$ cat src/rtl/core/wsd_pkg.sv
// Shared types and constants for the WebSocket frame deframer.
`timescale 1ns / 1ps

package wsd_pkg;

    // Default width of the payload length counter
    localparam int LEN_BITS_DEF = 64;

    // Header field positions and codes
    localparam int       HDR_FLAG_BIT = 7;       // fin in byte 0, mask in byte 1
    localparam int       OPCODE_BITS  = 4;
    localparam logic [6:0] LEN_CODE_16 = 7'd126;
    localparam logic [6:0] LEN_CODE_64 = 7'd127;
    localparam logic [3:0] EXT_BYTES_16 = 4'd2;
    localparam logic [3:0] EXT_BYTES_64 = 4'd8;
    localparam logic [2:0] KEY_BYTES    = 3'd4;

    typedef enum logic [2:0] {
        PH_HDR0 = 3'd0,
        PH_HDR1 = 3'd1,
        PH_EXT  = 3'd2,
        PH_KEY  = 3'd3,
        PH_DATA = 3'd4
    } t_phase;

    typedef struct packed {
        logic [7:0]             payload_byte;
        logic                   byte_valid;
        logic                   frame_end;
        logic                   final_fragment;
        logic [OPCODE_BITS-1:0] frame_opcode;
    } t_result;

endpackage

$ cat src/rtl/core/wsd_parser.sv
// Frame header parser and payload unmasking, one word per cycle while i_accept is high.
`timescale 1ns / 1ps

module wsd_parser #(
    parameter int LENGTH_BITS = wsd_pkg::LEN_BITS_DEF
) (
    input  logic             i_clk,
    input  logic             i_rst_n,
    input  logic             i_accept,
    input  logic [7:0]       i_rx_byte,
    output logic             o_res_valid,
    output wsd_pkg::t_result o_res
);
    import wsd_pkg::*;

    t_phase                 r_phase, n_phase;
    logic                   r_fin, n_fin;
    logic [OPCODE_BITS-1:0] r_opcode, n_opcode;
    logic                   r_mask_on, n_mask_on;
    logic [3:0]             r_ext_left, n_ext_left;
    logic [2:0]             r_key_left, n_key_left;
    logic [31:0]            r_key, n_key;
    logic [LENGTH_BITS-1:0] r_len, n_len;
    logic [1:0]             r_idx, n_idx;

    logic       length_done;
    logic       start_pl;
    logic       emit;
    logic [7:0] key_byte;

    // key byte for the current payload position, first key byte in [31:24]
    always_comb begin
        unique case (r_idx)
            2'd0:    key_byte = r_key[31:24];
            2'd1:    key_byte = r_key[23:16];
            2'd2:    key_byte = r_key[15:8];
            default: key_byte = r_key[7:0];
        endcase
    end

    always_comb begin
        n_phase     = r_phase;
        n_fin       = r_fin;
        n_opcode    = r_opcode;
        n_mask_on   = r_mask_on;
        n_ext_left  = r_ext_left;
        n_key_left  = r_key_left;
        n_key       = r_key;
        n_len       = r_len;
        n_idx       = r_idx;
        length_done = 1'b0;
        start_pl    = 1'b0;
        emit        = 1'b0;
        o_res.payload_byte   = '0;
        o_res.byte_valid     = 1'b0;
        o_res.frame_end      = 1'b0;
        o_res.final_fragment = r_fin;
        o_res.frame_opcode   = r_opcode;

        unique case (r_phase)
            PH_HDR1: begin
                n_mask_on = i_rx_byte[HDR_FLAG_BIT];
                if (i_rx_byte[6:0] == LEN_CODE_16) begin
                    n_len      = '0;
                    n_ext_left = EXT_BYTES_16;
                    n_phase    = PH_EXT;
                end else if (i_rx_byte[6:0] == LEN_CODE_64) begin
                    n_len      = '0;
                    n_ext_left = EXT_BYTES_64;
                    n_phase    = PH_EXT;
                end else begin
                    n_len       = {{(LENGTH_BITS-7){1'b0}}, i_rx_byte[6:0]};
                    length_done = 1'b1;
                end
            end
            PH_EXT: begin
                // big-endian, wraps to LENGTH_BITS
                n_len      = {r_len[LENGTH_BITS-9:0], i_rx_byte};
                n_ext_left = r_ext_left - 4'd1;
                length_done = (n_ext_left == 4'd0);
            end
            PH_KEY: begin
                n_key      = {r_key[23:0], i_rx_byte};
                n_key_left = r_key_left - 3'd1;
                start_pl   = (n_key_left == 3'd0);
            end
            PH_DATA: begin
                emit                 = 1'b1;
                o_res.byte_valid     = 1'b1;
                o_res.payload_byte   = r_mask_on ? (i_rx_byte ^ key_byte) : i_rx_byte;
                n_idx                = r_idx + 2'd1;
                n_len                = r_len - {{(LENGTH_BITS-1){1'b0}}, 1'b1};
                if (r_len == {{(LENGTH_BITS-1){1'b0}}, 1'b1}) begin
                    o_res.frame_end = 1'b1;
                    n_phase         = PH_HDR0;
                end
            end
            default: begin
                // first header byte; unused phase codes land here too
                n_fin    = i_rx_byte[HDR_FLAG_BIT];
                n_opcode = i_rx_byte[OPCODE_BITS-1:0];
                n_phase  = PH_HDR1;
            end
        endcase

        if (length_done) begin
            if (n_mask_on) begin
                n_key_left = KEY_BYTES;
                n_phase    = PH_KEY;
            end else begin
                start_pl = 1'b1;
            end
        end

        if (start_pl) begin
            n_idx = 2'd0;
            if (n_len == '0) begin
                // empty frame: close it with a byteless result
                emit            = 1'b1;
                o_res.frame_end = 1'b1;
                n_phase         = PH_HDR0;
            end else begin
                n_phase = PH_DATA;
            end
        end

        o_res_valid = i_accept && emit;
    end

    always_ff @(posedge i_clk) begin
        if (!i_rst_n) begin
            r_phase    <= PH_HDR0;
            r_mask_on  <= 1'b0;
            r_ext_left <= '0;
            r_key_left <= '0;
            r_idx      <= '0;
        end else if (i_accept) begin
            r_phase    <= n_phase;
            r_mask_on  <= n_mask_on;
            r_ext_left <= n_ext_left;
            r_key_left <= n_key_left;
            r_idx      <= n_idx;
        end
    end

    always_ff @(posedge i_clk) begin
        if (i_accept) begin
            r_fin    <= n_fin;
            r_opcode <= n_opcode;
            r_key    <= n_key;
            r_len    <= n_len;
        end
    end

endmodule

$ cat src/rtl/core/websocket_frame_deframer.sv
// Top level: WebSocket frame deframer with registered, skid-buffered result port.
`timescale 1ns / 1ps
// Throughput: one received word per cycle while o_stall is low, header words included.
// Result path: a result is written to the output register when the word that causes it is accepted,
//   or to the skid entry if the output is stalled (parser logic feeds the output register directly).
// o_stall comes only from the skid register; a single stalled result never blocks input.
// Reset (i_rst_n low, synchronous): parser back to the first header word, output empty.

module websocket_frame_deframer #(
    parameter int LENGTH_BITS = wsd_pkg::LEN_BITS_DEF
) (
    input  logic       i_clk,
    input  logic       i_rst_n,
    // received byte stream
    input  logic       i_valid,
    output logic       o_stall,
    input  logic [7:0] i_rx_byte,
    // result words
    output logic       o_valid,
    input  logic       i_stall,
    output logic [7:0] o_payload_byte,
    output logic       o_byte_valid,
    output logic       o_frame_end,
    output logic       o_final_fragment,
    output logic [3:0] o_frame_opcode
);
    import wsd_pkg::*;

    logic    in_accept;
    logic    res_valid;
    t_result res;

    // output register plus one skid entry
    t_result r_out, n_out;
    logic    r_out_valid, n_out_valid;
    t_result r_skid, n_skid;
    logic    r_skid_valid, n_skid_valid;
    logic    out_take;

    // input is held off only while the skid entry is occupied
    assign o_stall   = r_skid_valid;
    assign in_accept = i_valid && !r_skid_valid;

    wsd_parser #(
        .LENGTH_BITS (LENGTH_BITS)
    ) u_parser (
        .i_clk       (i_clk),
        .i_rst_n     (i_rst_n),
        .i_accept    (in_accept),
        .i_rx_byte   (i_rx_byte),
        .o_res_valid (res_valid),
        .o_res       (res)
    );

    always_comb begin
        n_out        = r_out;
        n_out_valid  = r_out_valid;
        n_skid       = r_skid;
        n_skid_valid = r_skid_valid;
        out_take     = r_out_valid && !i_stall;

        if (r_skid_valid) begin
            // no new word accepted; drain skid into output when it frees up
            if (out_take) begin
                n_out        = r_skid;
                n_skid_valid = 1'b0;
            end
        end else if (res_valid) begin
            if (!r_out_valid || out_take) begin
                n_out       = res;
                n_out_valid = 1'b1;
            end else begin
                // output stalled: park the new result
                n_skid       = res;
                n_skid_valid = 1'b1;
            end
        end else if (out_take) begin
            n_out_valid = 1'b0;
        end
    end

    always_ff @(posedge i_clk) begin
        if (!i_rst_n) begin
            r_out_valid  <= 1'b0;
            r_skid_valid <= 1'b0;
        end else begin
            r_out_valid  <= n_out_valid;
            r_skid_valid <= n_skid_valid;
        end
    end

    always_ff @(posedge i_clk) begin
        r_out  <= n_out;
        r_skid <= n_skid;
    end

    assign o_valid          = r_out_valid;
    assign o_payload_byte   = r_out.payload_byte;
    assign o_byte_valid     = r_out.byte_valid;
    assign o_frame_end      = r_out.frame_end;
    assign o_final_fragment = r_out.final_fragment;
    assign o_frame_opcode   = r_out.frame_opcode;

endmodule

$ cat config.mk
export PLATFORM = sky130hd
export DESIGN_NAME = websocket_frame_deframer
export DESIGN_NICKNAME = d
export VERILOG_FILES = /design/src/rtl/core/wsd_pkg.sv /design/src/rtl/core/wsd_parser.sv /design/src/rtl/core/websocket_frame_deframer.sv
export SDC_FILE = /design/constraint.sdc
export NUM_CORES = 1
export LEC_CHECK = 0
export ABC_AREA = 1
export BUFFER_PORTS_ARGS = -buffer_cell sky130_fd_sc_hd__buf_2
export CAP_MARGIN = 0
export CORE_UTILIZATION = 50
export CTS_CLUSTER_SIZE = 24
export DETAILED_ROUTE_END_ITERATION = 10
export PLACE_DENSITY_LB_ADDON = 0.15
export SETUP_SLACK_MARGIN = 0.5
export SLEW_MARGIN = 20
export SYNTH_ARGS = -nofsm -noshare
export SYNTH_HDL_FRONTEND = slang
export SYNTH_HIERARCHICAL = 1
export SYNTH_SLANG_ARGS = --single-unit
$ cat constraint.sdc
create_clock -name i_clk -period 12.4 [get_ports i_clk]
set_input_delay 2.48 -clock i_clk [delete_from_list [all_inputs] [get_ports i_clk]]
set_output_delay 2.48 -clock i_clk [all_outputs]
set_load 0.005 [all_outputs]
==> impl_metrics.csv <==
group,metric,value,unit
critical_path,cp.arrival,4.98,ns
global_routing,grt_pass1_wl,41310,um
sta,rsz0062_at_grt,"no",
placement,portBuffers,28,
logic_synthesis,synth_cells,1332,
global_routing,grt_usage,27.86,%
sta,fmax,203.3,MHz
power,ir_drop,0.08574,mV
logic_synthesis,synth.distinct_cells,43,
sta,tightest_slew,0.9262,ns
clocking,cts_hold_buf,0,
drt,wl_per_cell,16.49,um
sta,min_period,4.918,ns
global_routing,grt_overflow_total,0,
drt,dr.pass1.iters,5,
sta,final_max_slew_viol_count,0,
logic_synthesis,syn_area,9462,um^2
clocking,worstSkewPairLatency,0.43,ns
cells_and_area,fin_util,56.68,%
clocking,cts_sinks,146,
logic_synthesis,synth_top_area_share,41.58,%
cells_and_area,fin_nets,1375,
clocking,clock_path_buffers,2,
floorplanning,rows,49,
drt,viasPerCell,5.395,
floorplanning,die_h,139.6,um
hold_path,hold_class,"flip-flop to flip-flop",
logic_synthesis,synth_area_leaders,"edfxtp_1 (42%), nand2_1 (19%), nor2_1 (7.9%), inv_1 (6.6%), nand3_1 (6.5%)",
clocking,htreeDepth,4,
cells_and_area,layout_commonest_cell,"nand2_1",
drt,drc,0,
sta,final.setup.tns,0,ns
floorplanning,die_w,139.6,um
critical_path,crit_type,"input pin to flip-flop",
critical_path,path_max_fanout,15,
sta,finalHoldViolCount,0,
sta,whs,0.4431,ns
drt,antenna_left,0,
clocking,path_clk_slew,0.06,ns
power,powerDensity,140.1,nW/um^2
floorplanning,initial_core_util,51.79,%
cells_and_area,mostFrequentLayoutCells,"nand2_1 (475), nor2_1 (198), inv_1 (167), edfxtp_1 (131), nand3_1 (123)",
clocking,tritoncts,"done",
critical_path,worstSetupStartpointType,"input pin",
global_routing,first_global_vias,7788,
cells_and_area,antennaDiodeCount,0,
critical_path,required,12.46,ns
run,maxCapViolCount,0,
sta,slew_headroom,38.26,%
drt,wirelength,26290,um
logic_synthesis,synth_edf_count,131,
global_routing,grt_max_degree,70,
sta,skew,0.01004,ns
sta,setup_viol,0,
logic_synthesis,ys_warn_count,6,
placement,gp_congestion,0.9742,
logic_synthesis,synth_seq_cells,146,
floorplanning,ioPinCount,29,
sta,finalCritPeriodShare,39.66,%
clocking,cts_buffers,17,
floorplanning,coreArea,18270,um^2
power,leakagePower,4.518,nW
critical_path,crit_path_end_kind,"flip-flop",
logic_synthesis,ys_seq_area_share,44.75,%
cells_and_area,area_growth,9.442,%
logic_synthesis,synth_top_flop_cell,"edfxtp_1",
logic_synthesis,async_flop_share,0,%
clocking,cts_setup_buffers,0,
cells_and_area,layout-drive-gt1-share,8.132,%
clocking,ctsResizeCount,0,
drt,drtIter0Drc,764,
logic_synthesis,synth.largest_area_cell,"edfxtp_1",
logic_synthesis,syn_area_per_cell,7.103,um^2
clocking,clock-root-buffer,"clkbuf_16",
global_routing,grt_antenna_before_repair,0,
placement,post-dp-hpwl,19100,um
floorplanning,die_area,19480,um^2
logic_synthesis,syn-num-nets,1354,
drt,vias,8599,
status,status,"complete, no violations",
==> synthesized netlist by cell type, types with 2 or more instances <==
cell	instances
a21oi_1	28
nand2_2	10
nand2_1	475
a31oi_1	10
clkinv_1	3
o211ai_1	6
o21bai_1	7
buf_2	7
buf_6	2
nor2_2	13
nor2_1	200
nor2_4	8
nor3_1	4
nand2_4	4
nand3_1	123
edfxtp_1	131
nand3b_1	2
dfxtp_1	15
nand3_2	3
inv_2	4
and3_1	6
ha_1	10
o21ai_0	45
nand4_1	8
xnor2_1	2
a22oi_1	2
clkbuf_1	8
buf_1	8
inv_1	167
buf_4	7
nor2_8	2
==> logic make-up after synthesis <==
| family | after synthesis | share of synthesized area (%) |
|---|---|---|
| flip-flops | 146 | 44.75 |
| AND/OR/NAND/NOR | 862 | 38.65 |
| buffers and inverters | 206 | 8.701 |
| AO/OA/AOI/OAI | 104 | 6.189 |
| multiplexers | 1 | 0.1058 |
| adder cells (fa/ha/maj) | 10 | 1.322 |
| XOR/XNOR | 3 | 0.2778 |
==> path summary, 6_finish.rpt <==
path                                     from                           end  slack, ns  cells after the start
max                              i_rx_byte[5]           r_skid[5]$_DFFE_PP_       7.48                     20
min               u_parser/r_key[2]$_DFFE_PP_  u_parser/r_key[10]$_DFFE_PP_       0.44                      0
max reg2reg  u_parser/r_phase[2]$_SDFFE_PN0P_           r_skid[5]$_DFFE_PP_       7.73                     21
min reg2reg       u_parser/r_key[2]$_DFFE_PP_  u_parser/r_key[10]$_DFFE_PP_       0.44                      0
==> worst max-delay path, stage by stage <==
cell and delay (ns):
buf_2 0.12, and3_1 0.23, nand2_1 0.09, nand2_1 0.10, nand2_1 0.16, nand2_1 0.12, o21ai_0 0.13, nor2_1 0.14
nand2_1 0.06, nor2_1 0.10, nand3_1 0.08, nor2_1 0.16, nand3_1 0.14, nand2_2 0.10, nand2_2 0.05, nor2_2 0.09
inv_1 0.04, nor2_1 0.07, nand2_1 0.08, inv_1 0.41
==> layer usage <==
layer	wire, um	global-route usage, %
met1	11340	36.03
met2	12040	44.80
met3	1825	5.058
met4	1079	14.29
met5	0	0
==> report_power, final <==
| group | total [W] | leakage, nW | internal (W) | switching [W] |
|---|---|---|---|---|
| clock | 0.000513 | 0.279 | 0.000298 | 0.000216 |
| combinational | 0.000288 | 2.87 | 0.0000895 | 0.000198 |
| sequential | 0.000649 | 1.37 | 0.000594 | 0.0000551 |
==> registers in the layout, indices dropped and copies added (netlist names), 2 cells and up <==
signal,count
u_parser/r_len,64
u_parser/r_key,32
r_skid,15
o_payload_byte,8
o_frame_opcode,4
u_parser/r_ext_left,4
u_parser/r_opcode,4
u_parser/r_key_left,3
u_parser/r_phase,3
u_parser/r_idx,2
==> final cells by class <==
cell class / count / area (um^2)
Fill cell: 1734 / 7915
Tap cell: 229 / 286.5
Timing Repair Buffer: 34 / 185.2
Clock inverter: 14 / 156.4
Multi-Input combinational cell: 980 / 4414
Inverter: 174 / 653.1
Clock buffer: 17 / 425.4
Sequential cell: 146 / 4234
==> per-stage QoR <==
| stage | cells | instance area [um^2] | worst slack [ns] | power, W |
|---|---|---|---|---|
| after global placement | 1563 | 9773 | 7.139 | 0.0009380 |
| after global routing | 1594 | 10350 | 7.128 | 0.001524 |
| final | 1594 | 10350 | 7.482 | 0.001451 |
| after floorplan | 1332 | 9462 | 3.990 | 0.0008560 |
| after detailed placement | 1563 | 9773 | 7.015 | 0.0009407 |
| after CTS | 1594 | 10350 | 7.483 | 0.001455 |
(Power assumes the default switching activity.)
